File: src/sprle_pkg.sv
// Shared types and constants for the subpicture run-length line decoder.
`default_nettype none

package sprle_pkg;

    // Field widths fixed by the stream format
    localparam int unsigned DIM_W   = 13;
    localparam int unsigned COLOR_W = 28;
    localparam int unsigned ACC_W   = 10;
    localparam int unsigned CODE_W  = 14;
    localparam int unsigned CFG_W   = 28;
    localparam int unsigned CFG_AW  = 3;

    // Code termination thresholds after one, two and three nibbles
    localparam logic [CODE_W-1:0] CODE_ONE_MAX   = 14'h0003;
    localparam logic [CODE_W-1:0] CODE_TWO_MAX   = 14'h000f;
    localparam logic [CODE_W-1:0] CODE_THREE_MAX = 14'h003f;

    // Register reset values
    localparam logic [DIM_W-1:0] WIDTH_RESET = 13'd720;
    localparam logic [DIM_W-1:0] COUNT_RESET = 13'd576;

    // Configuration register indexes
    typedef enum logic [CFG_AW-1:0] {
        CFG_COLOR_ZERO  = 3'd0,
        CFG_COLOR_ONE   = 3'd1,
        CFG_COLOR_TWO   = 3'd2,
        CFG_COLOR_THREE = 3'd3,
        CFG_LINE_WIDTH  = 3'd4,
        CFG_LINE_COUNT  = 3'd5
    } sprle_cfg_idx_t;

    // Line decode state carried from nibble to nibble
    typedef struct packed {
        logic [ACC_W-1:0] acc;
        logic [1:0]       taken;
        logic [DIM_W-1:0] pix_left;
        logic [DIM_W-1:0] lines_done;
    } sprle_line_st_t;

    // Outcome of one nibble
    typedef struct packed {
        logic             done;
        logic [DIM_W-1:0] run_length;
        logic [1:0]       clr;
        logic             eol;
        logic             eoi;
    } sprle_step_res_t;

    // One finished run as it leaves the block
    typedef struct packed {
        logic [DIM_W-1:0]   run_length;
        logic [COLOR_W-1:0] run_color;
        logic               eol;
        logic               eoi;
        logic               last;
    } sprle_run_t;

endpackage

`default_nettype wire

File: src/subpicture_rle_line_decoder.sv
// Subpicture run-length line decoder: input register, byte decode, result buffer.
// A taken byte passes through the input register and then the result buffer.
// Throughput: one byte per cycle if m_tready stays high and no byte yields two runs;
//   a two-run byte holds off the next until its first run leaves the result port.
// Reset (aresetn low, synchronous) clears colors, loads width 720, count 576,
//   and empties the line state and both buffers.
`default_nettype none

module subpicture_rle_line_decoder #(
    parameter int unsigned MAX_DIMENSION = 4096
) (
    input  wire         aclk,
    input  wire         aresetn,
    // Configuration writes
    input  wire         cfg_wr_en,
    input  wire [2:0]   cfg_addr,
    input  wire [27:0]  cfg_wdata,
    // Slave side
    input  wire         s_tvalid,
    output logic        s_tready,
    input  wire [7:0]   s_tdata,   // [7:0] data_byte
    input  wire         s_tuser,   // [0] mode
    // Master side
    output logic        m_tvalid,
    input  wire         m_tready,
    output logic [47:0] m_tdata,   // [12:0] run_length, [40:13] run_color, zero fill
    output logic [1:0]  m_tuser,   // [0] end_of_line, [1] end_of_image
    output logic        m_tlast    // last_for_byte
);
    import sprle_pkg::*;

    localparam logic [DIM_W-1:0] DIM_MAX = DIM_W'(MAX_DIMENSION);

    function automatic logic [DIM_W-1:0] clamp_dim(input logic [DIM_W-1:0] v);
        logic [DIM_W-1:0] r;
        begin
            r = v;
            if (v == '0) begin
                r = 13'd1;
            end else if (v > DIM_MAX) begin
                r = DIM_MAX;
            end
            return r;
        end
    endfunction

    // Configuration registers
    logic [COLOR_W-1:0] color_zero_reg;
    logic [COLOR_W-1:0] color_one_reg;
    logic [COLOR_W-1:0] color_two_reg;
    logic [COLOR_W-1:0] color_three_reg;
    logic [DIM_W-1:0]   line_width_reg;
    logic [DIM_W-1:0]   line_count_reg;

    // Input register
    logic               in_valid_reg;
    logic               in_mode_reg;
    logic [7:0]         in_byte_reg;

    // Line state
    sprle_line_st_t     line_reg;
    sprle_line_st_t     line_next;
    logic               fin_reg;
    logic               fin_next;

    logic [DIM_W-1:0]   width_eff;
    logic [DIM_W-1:0]   count_eff;
    sprle_line_st_t     st0;
    sprle_line_st_t     st1;
    sprle_step_res_t    res0;
    sprle_step_res_t    res1;
    logic               hit0;
    logic               hit1;
    sprle_run_t         run0;
    sprle_run_t         run1;
    sprle_run_t         load0;
    sprle_run_t         load1;
    logic [1:0]         load_cnt;
    logic               can_load;
    logic               proc;
    sprle_run_t         head;

    function automatic logic [COLOR_W-1:0] pick_color(
        input logic [1:0]         clr,
        input logic [COLOR_W-1:0] c0,
        input logic [COLOR_W-1:0] c1,
        input logic [COLOR_W-1:0] c2,
        input logic [COLOR_W-1:0] c3
    );
        logic [COLOR_W-1:0] r;
        begin
            case (clr)
                2'd0:    r = c0;
                2'd1:    r = c1;
                2'd2:    r = c2;
                default: r = c3;
            endcase
            return r;
        end
    endfunction

    assign width_eff = clamp_dim(line_width_reg);
    assign count_eff = clamp_dim(line_count_reg);

    // Write configuration registers; unknown indexes are dropped
    always_ff @(posedge aclk) begin
        if (!aresetn) begin
            color_zero_reg  <= '0;
            color_one_reg   <= '0;
            color_two_reg   <= '0;
            color_three_reg <= '0;
            line_width_reg  <= WIDTH_RESET;
            line_count_reg  <= COUNT_RESET;
        end else if (cfg_wr_en) begin
            case (cfg_addr)
                CFG_COLOR_ZERO:  color_zero_reg  <= cfg_wdata;
                CFG_COLOR_ONE:   color_one_reg   <= cfg_wdata;
                CFG_COLOR_TWO:   color_two_reg   <= cfg_wdata;
                CFG_COLOR_THREE: color_three_reg <= cfg_wdata;
                CFG_LINE_WIDTH:  line_width_reg  <= cfg_wdata[DIM_W-1:0];
                CFG_LINE_COUNT:  line_count_reg  <= cfg_wdata[DIM_W-1:0];
                default: ;
            endcase
        end
    end

    // Input register: take a request whenever the held one moves on
    assign proc     = in_valid_reg && can_load;
    assign s_tready = !in_valid_reg || can_load;

    always_ff @(posedge aclk) begin
        if (!aresetn) begin
            in_valid_reg <= 1'b0;
        end else if (s_tready) begin
            in_valid_reg <= s_tvalid;
        end
    end

    always_ff @(posedge aclk) begin
        if (s_tready && s_tvalid) begin
            in_mode_reg <= s_tuser;
            in_byte_reg <= s_tdata;
        end
    end

    // High nibble, then low nibble on the advanced state
    sprle_step u_step_hi (
        .st_i      (line_reg),
        .nib       (in_byte_reg[7:4]),
        .width_eff (width_eff),
        .count_eff (count_eff),
        .st_o      (st0),
        .res       (res0)
    );

    sprle_step u_step_lo (
        .st_i      (st0),
        .nib       (in_byte_reg[3:0]),
        .width_eff (width_eff),
        .count_eff (count_eff),
        .st_o      (st1),
        .res       (res1)
    );

    // Pick the state left behind by this request
    always_comb begin
        line_next = line_reg;
        fin_next  = fin_reg;
        if (in_mode_reg) begin
            line_next.acc        = '0;
            line_next.taken      = '0;
            line_next.pix_left   = width_eff;
            line_next.lines_done = '0;
            fin_next             = 1'b0;
        end else if (!fin_reg) begin
            if (res0.eol) begin
                line_next = st0;
                fin_next  = res0.eoi;
            end else begin
                line_next = st1;
                fin_next  = res1.eoi;
            end
        end
    end

    always_ff @(posedge aclk) begin
        if (!aresetn) begin
            line_reg.acc        <= '0;
            line_reg.taken      <= '0;
            line_reg.pix_left   <= clamp_dim(WIDTH_RESET);
            line_reg.lines_done <= '0;
            fin_reg             <= 1'b0;
        end else if (proc) begin
            line_reg <= line_next;
            fin_reg  <= fin_next;
        end
    end

    // Build up to two runs; drop the low nibble after a line end
    always_comb begin
        hit0 = !in_mode_reg && !fin_reg && res0.done;
        hit1 = !in_mode_reg && !fin_reg && !res0.eol && res1.done;

        run0.run_length = res0.run_length;
        run0.run_color  = pick_color(res0.clr, color_zero_reg, color_one_reg,
                                     color_two_reg, color_three_reg);
        run0.eol        = res0.eol;
        run0.eoi        = res0.eoi;
        run0.last       = !hit1;

        run1.run_length = res1.run_length;
        run1.run_color  = pick_color(res1.clr, color_zero_reg, color_one_reg,
                                     color_two_reg, color_three_reg);
        run1.eol        = res1.eol;
        run1.eoi        = res1.eoi;
        run1.last       = 1'b1;

        load0    = hit0 ? run0 : run1;
        load1    = run1;
        load_cnt = {1'b0, hit0} + {1'b0, hit1};
    end

    sprle_outq u_outq (
        .aclk      (aclk),
        .aresetn   (aresetn),
        .load      (proc),
        .load_cnt  (load_cnt),
        .load0     (load0),
        .load1     (load1),
        .can_load  (can_load),
        .out_valid (m_tvalid),
        .out_ready (m_tready),
        .head      (head)
    );

    assign m_tdata = {7'd0, head.run_color, head.run_length};
    assign m_tuser = {head.eoi, head.eol};
    assign m_tlast = head.last;

endmodule

`default_nettype wire

File: src/sprle_step.sv
// One nibble of code assembly, run clipping and line/image accounting.
`default_nettype none

module sprle_step (
    input  wire sprle_pkg::sprle_line_st_t  st_i,
    input  wire [3:0]                       nib,
    input  wire [sprle_pkg::DIM_W-1:0]      width_eff,
    input  wire [sprle_pkg::DIM_W-1:0]      count_eff,
    output sprle_pkg::sprle_line_st_t       st_o,
    output sprle_pkg::sprle_step_res_t      res
);
    import sprle_pkg::*;

    logic [CODE_W-1:0] code;
    logic [2:0]        taken;
    logic              done;
    logic [DIM_W-1:0]  run_ext;
    logic              clip;
    logic [DIM_W-1:0]  lines_inc;

    // Append nibble and decide whether the code is complete
    always_comb begin
        code  = {st_i.acc, nib};
        taken = {1'b0, st_i.taken} + 3'd1;
        done  = ((taken == 3'd1) && (code > CODE_ONE_MAX)) ||
                ((taken == 3'd2) && (code > CODE_TWO_MAX)) ||
                ((taken == 3'd3) && (code > CODE_THREE_MAX)) ||
                (taken >= 3'd4);
        run_ext   = {1'b0, code[CODE_W-1:2]};
        clip      = (run_ext == '0) || (run_ext >= st_i.pix_left);
        lines_inc = st_i.lines_done + 13'd1;
    end

    // Advance the line state
    always_comb begin
        st_o = st_i;
        if (!done) begin
            st_o.acc   = code[ACC_W-1:0];
            st_o.taken = taken[1:0];
        end else begin
            st_o.acc   = '0;
            st_o.taken = '0;
            if (clip) begin
                st_o.pix_left   = width_eff;
                st_o.lines_done = lines_inc;
            end else begin
                st_o.pix_left = st_i.pix_left - run_ext;
            end
        end
    end

    // Describe the run, clipped at line end
    always_comb begin
        res.done       = done;
        res.run_length = clip ? st_i.pix_left : run_ext;
        res.clr        = code[1:0];
        res.eol        = done && clip;
        res.eoi        = done && clip && (lines_inc >= count_eff);
    end

endmodule

`default_nettype wire

File: src/sprle_outq.sv
// Two-entry result buffer: one run per cycle out to a ready master side.
`default_nettype none

module sprle_outq (
    input  wire                         aclk,
    input  wire                         aresetn,
    input  wire                         load,
    input  wire [1:0]                   load_cnt,
    input  wire sprle_pkg::sprle_run_t  load0,
    input  wire sprle_pkg::sprle_run_t  load1,
    output logic                        can_load,
    output logic                        out_valid,
    input  wire                         out_ready,
    output sprle_pkg::sprle_run_t       head
);
    import sprle_pkg::*;

    logic [1:0] cnt_reg;
    logic [1:0] cnt_next;
    sprle_run_t q0_reg;
    sprle_run_t q0_next;
    sprle_run_t q1_reg;
    logic       pop;

    assign out_valid = (cnt_reg != 2'd0);
    assign head      = q0_reg;
    assign pop       = out_valid && out_ready;
    // Accept a new pair when the buffer is empty or empties this cycle
    assign can_load  = (cnt_reg == 2'd0) || ((cnt_reg == 2'd1) && out_ready);

    // Load a fresh pair or shift the second entry forward
    always_comb begin
        cnt_next = cnt_reg;
        q0_next  = q0_reg;
        if (load) begin
            cnt_next = load_cnt;
            q0_next  = load0;
        end else if (pop) begin
            cnt_next = cnt_reg - 2'd1;
            q0_next  = q1_reg;
        end
    end

    always_ff @(posedge aclk) begin
        if (!aresetn) begin
            cnt_reg <= '0;
        end else begin
            cnt_reg <= cnt_next;
        end
    end

    always_ff @(posedge aclk) begin
        q0_reg <= q0_next;
        if (load) begin
            q1_reg <= load1;
        end
    end

endmodule

`default_nettype wire

File: config.mk
export PLATFORM = sky130hd
export DESIGN_NAME = subpicture_rle_line_decoder
export DESIGN_NICKNAME = d
export VERILOG_FILES = /design/src/sprle_pkg.sv /design/src/subpicture_rle_line_decoder.sv /design/src/sprle_step.sv /design/src/sprle_outq.sv
export SDC_FILE = /design/constraint.sdc
export NUM_CORES = 1
export LEC_CHECK = 0
export BUFFER_PORTS_ARGS = -buffer_cell sky130_fd_sc_hd__buf_2
export CORE_AREA = 10 10 264 266
export DETAILED_ROUTE_END_ITERATION = 6
export DIE_AREA = 0 0 274 276
export GPL_ROUTABILITY_DRIVEN = 0
export GPL_TIMING_DRIVEN = 0
export SYNTH_ARGS = -nofsm -noshare
export SYNTH_HDL_FRONTEND = slang
export SYNTH_SLANG_ARGS = --single-unit
File: constraint.sdc
create_clock -name aclk -period 7 [get_ports aclk]
set_input_delay 0.35 -clock aclk [delete_from_list [all_inputs] [get_ports aclk]]
set_output_delay 0.35 -clock aclk [all_outputs]
set_load 0.01 [all_outputs]
# Word-level counts from Yosys, hierarchy flattened
# Index checks and enable logic that the tools add are counted.
op_classes:
  magnitude_cmp: 14
  reduce_logical: 50
  addsub: 8
  n_eq_ne: 17
  muxes: 27
op_table:
  columns: ["cell", "count"]
  rows:
  - ["$pmux 28 s3", 2]
  - ["$mux 44", 3]
  - ["$mux 13", 10]
  - ["$mux 38", 3]
  - ["$mux 26", 2]
  - ["$gt 14x2->1 const B", 2]
  - ["$gt 14x4->1 const B", 2]
  - ["$gt 14x6->1 const B", 2]
  - ["$add 13x1->13 const B", 2]
  - ["$ge 12x13->1", 2]
  - ["$ge 13x13->1", 2]
  - ["$gt 13x13->1 const B", 2]
  - ["$logic_not 13->1", 2]
  - ["$sub 13x12->13", 2]
  - ["$logic_not 12->1", 2]
  - ["$mux 12", 2]
  - ["$eq 3x2->1 const B", 6]
  - ["$logic_and 1x1->1", 18]
  - ["$reduce_and 2->1", 7]
  - ["$logic_or 1x1->1", 10]
  - ["$eq 3x1->1 const B", 3]
  - ["$add 2x1->3 const B", 2]
  - ["$eq 2x1->1 const B", 3]
  - ["$eq 3x3->1 const B", 2]
  - ["11 further kinds", 23]
word_totals:
  elab_cells: 140
  inputBits: 45
  out_inout_bits: 53
  register_bits: 276

# Logic depth before layout (Yosys ltp)
logic_depth:
  depth_word: 18
  mapped_depth: 28
  depth_no_buf: 25

# Modules after synthesis
# Synthesis repeated with hierarchy kept, for this count alone.
hier_totals:
  cells_unflattened: 1788
  hier_area_um2: 17130.2
by_module_without_submodules:
  columns: ["mod", "seq_area_each_um2", "cells_each", "instances", "area_each_um2"]
  rows:
  - ["subpicture_rle_line_decoder", 3833.7, 990, 1, 9362.7]
  - ["sprle_outq", 2682.6, 156, 1, 3439.5]
  - ["sprle_step at u_step_hi", 0.0, 324, 1, 2168.3]
  - ["sprle_step at u_step_lo", 0.0, 318, 1, 2159.6]

# Least setup slack after synthesis
# OpenSTA, ideal clock, no wires.
synth_timing:
  path_type: "reg-to-reg"
  from: "register line_reg[36] in the netlist's numbering"
  to: "register u_outq.q0_reg (netlist bit u_outq.head[1]) (data pin)"
  path_stages_with_launch: 26
  slack_ns: 1.636
  path_buffers: 3
  setup_time_ns: 0.269
  required_ns: 6.731
  synth_period_minus_slack_ns: 5.364
  t_arrival_ns: 5.095
  cell_sequence: "dfxtp_1 inv_1 ha_1 buf_4 nand3_2 or4_4 and2_4 o21ai_0 buf_2 nand2_1 clkbuf_1 xnor2_1 ha_1 nand2_1 or4_1 o221a_2 a211oi_4 or4b_4 xor2_1 ha_1 nand4_1 nor2_1 a21oi_1 a211oi_1 a21oi_1 o21ai_0"
synth_rtl:
  columns: ["element", "line", "source"]
  rows:
  - ["start: declaration", "subpicture_rle_line_decoder.sv:61", "sprle_line_st_t line_reg;"]
  - ["start signal: assignment", "subpicture_rle_line_decoder.sv:194", "line_reg <= line_next;"]
  - ["end signal: assignment", "sprle_outq.sv:53", "q0_reg <= q0_next;"]
  - ["end: declaration", "sprle_outq.sv:20", "sprle_run_t q0_reg;"]

==> impl_results.md <==
* Yosys top cell by area: dfxtp_1
* Most common library cells after synthesis: nand2_1 (447), dfxtp_1 (180), a21boi_0 (136), clkbuf_1 (99), edfxtp_1 (96)
* Combinational Power Share at between 30% and 40%
* Cts bufs inserted at 29
* FF-to-FF path depth at 19
* Worst skew pair latency at 0.59 ns
* # port buffers at 89
* Req. time, crit path at around 7.4 ns
* GRT overflow at 0
* Fin util at 29.0%
* Synth Register Bits at about 280
* Layout net count at just over 2000
* Internal power at 3270 uW
* Mean routed wirelength per cell at 20.0 um
* Ys Warns at 0
* Share of flip-flops with an asynchronous set or reset at 0%
* DP HPWL at between 40 and 50 mm
* Setup Viol. Count Final at 0
* Type of the worst setup path: reg2reg
* Count leader, synth: nand2_1
* Unrepaired setup endpoints after global routing: false
* Final hold violation count at 0
* Max-cap violations at 0
* Status: finished, final reports clean
* Clock Sinks at 276
* Post-synth EDFFs at 96
* Clock Power Share at between 30% and 40%
* Synth top area share at ~23%
* Final antenna-violating net count at 0
* TritonRoute pass-1 iters at 6
* R2R Path Start: in_byte_reg[6]$_DFFE_PP_
* Hold Crit Class: in2reg
* Area Overhead vs Synth at 16.5%
* H-tree depth at 1
* Sw Ratio at around 36%
* Vias in the first global route at 13900
* R2r endpoint: u_outq.head[40]$_DFFE_PP_
* Total negative setup slack at 0 ns
* Max VDD drop at a little under 200 uV
* Die W at around 270 um
* CTS tree: done
* Mapped Area at ~16000 sq um
* I/O pin count at 98
* Total GRT Usage at between 10% and 20%
* LEAKAGE at around 0.0064 uW
* Starting DRT DRC Count at around 1400
* CTS Root Cell: clkbuf_16
* Vias at between 10000 and 15000
* Top_reg_cell synth: dfxtp_1
* CTS max path bufs at 3
* Final Max Tran Viols at 0
* Largest register FFs at 44
* Core area at approximately 64000 sq um
* WHS Path Cells at 1
* Layout cell share with drive strength beyond 1 at between 10 and 15%
* Netlist cell types at 81
* CP Launch Point: in_byte_reg[6]$_DFFE_PP_
* Critical-path maximum fanout at 10
* Row count at between 90 and 100
* Fillers at 6766
* DIE AREA at 75600 sq um
* NetSw at about 1800 uW
* FF-to-FF setup slack at 0.22 ns
* CP endpoint kind: register
* Clock Skews at 0.0185 ns
* Crit path DAT at 7.19 ns
* Tmin final at a little under 7 ns
* Global-route wire length before repair at approximately 84 mm
* Syn Area/Cell at approximately 9 sq um
* Fmax at 0.148 GHz
* Synth top area cells: dfxtp_1 (23%), edfxtp_1 (18%), nand2_1 (11%)
* Drc violations at 0
* Via density at 5.14
* Initial antenna violation count at 9
* Sequential Power Share at a little under two fifths
* Die H at ~280 um
* DRT Wirelength at about 56 mm
* Largest net degree at the start of global routing at 53
* Slew Limit Headroom at approximately 16%
* Sink of the worst hold path: in_mode_reg$_DFFE_PP_
* Initial Utilization at between 20% and 30%
* Transition time of the tightest slew-check pin at roughly 1.3 ns
* Clk pin slew, worst setup/hold paths at approximately 0.07 ns
* Sequential area share after synthesis at between 40 and 50%
* Post-Synthesis Cells at around 1800
* Power Dens Cells at between 200 and 300 nW/um^2
* Startpoint types: register
* Worst hold start: s_tuser
* ANT cells at 0
* Part of the cycle the worst path needs at 96.9%
==> placed cells by master (no fill, tap or decap), drive strengths merged, types with 35 or more instances in the layout <==
master / instances
a21boi: 137
a21oi: 44
a31oi: 40
buf: 112
clkbuf: 143
dfxtp: 180
edfxtp: 96
ha: 63
inv: 51
mux4: 56
nand2: 447
nand3: 47
nor2: 87
o21ai: 69
xnor2: 35
==> layout make-up <==
class,instances,area (sq um),share of cell area (%)
repair buffers,97,526,2.83
multi-input cells,1333,8840,47.5
flip-flops and latches,276,6490,34.9
clock inverters,11,105,0.565
plain buffers,123,518,2.79
inverters,51,191,1.03
clock buffers,43,860,4.62
well taps,855,1070,5.75
==> per-layer routing <==
layer / wire length (um) / track usage (%) / up-vias
li1: - / - / 6624
met1: 22900 / 18.1 / 6961
met2: 26200 / 23.2 / 628
met3: 5050 / 2.89 / 115
met4: 1470 / 3.84 / 8
met5: 48 / 0 / -
==> power groups by stage <==
| stage | Combinational, uW | Sequential (uW) | Clock [uW] |
|---|---|---|---|
| after floorplan | 994 | 1950 | 0 |
| after detailed placement | 1580 | 1940 | 0 |
| after CTS | 1600 | 1910 | 1610 |
| after global placement | 1560 | 1940 | 0 |
| final | 1630 | 1910 | 1580 |
| after global routing | 1750 | 1920 | 1670 |
==> worst max-delay path, cell delays in order (launching register included) <==
cell	delay, ns
edfxtp_1	0.54
nor4_2	0.52
a31o_4	0.27
and3_1	0.15
clkbuf_2	0.19
buf_2	0.26
buf_1	0.37
clkbuf_1	0.47
o21ai_0	0.33
ha_1	0.46
nand3_1	0.14
nor4b_1	0.45
nand3_1	0.14
a311o_1	0.42
o31ai_1	0.41
clkbuf_2	0.41
buf_2	0.38
mux2i_1	0.39
nand3_1	0.13
o211ai_1	0.15
==> what timing repair did <==
item / CTS / global route
buffers inserted: 0 / 0
hold buffers: 8 / 0
gates resized for setup: 3 / 10
endpoints found under the setup margin: 16 / 21
endpoints found under the hold margin: 8 / 0
==> kinds of logic (layout without fill, tap and decap cells) <==
kind of cell	Yosys count	count (layout)	share of synthesized area, %
adders and majority gates	65	65	5.19
other	1	7	0.0235
xor gates and xnor gates	47	47	2.58
muxes	68	68	8.67
AOI/OAI and AO/OA	438	438	19.2
DFF	276	276	40.6
buffers and inverters	175	325	4.41
and+or+nand+nor	708	708	19.3
==> how the worst max path moves through the flow <==
stage	slack, ns	endpoint	cells after the start
2_1_floorplan	1.64	u_outq.head[1]$_DFFE_PP_	25
3_3_place_gp	-0.25	u_outq.head[40]$_DFFE_PP_	22
3_5_place_dp	-0.29	u_outq.head[40]$_DFFE_PP_	22
4_1_cts	0.10	u_outq.head[1]$_DFFE_PP_	24
5_1_grt	0.03	u_outq.head[1]$_DFFE_PP_	26
6_report	0.22	u_outq.head[40]$_DFFE_PP_	19
==> per-stage QoR <==
step                      instances  worst slack [ns]  hold slack, ns  area [sq um]  total power [uW]
after global routing           2789            0.0287         0.00844         18600              5340
after detailed placement       2728            -0.289           0.446         17500              3530
after CTS                      2790             0.102         0.00966         18600              5110
after global placement         2728            -0.248           0.449         17500              3500
final                          2789             0.220         0.00811         18600              5110
after floorplan                1784              1.64           0.428         16000              2940
Power figures use the tool's default switching activity.
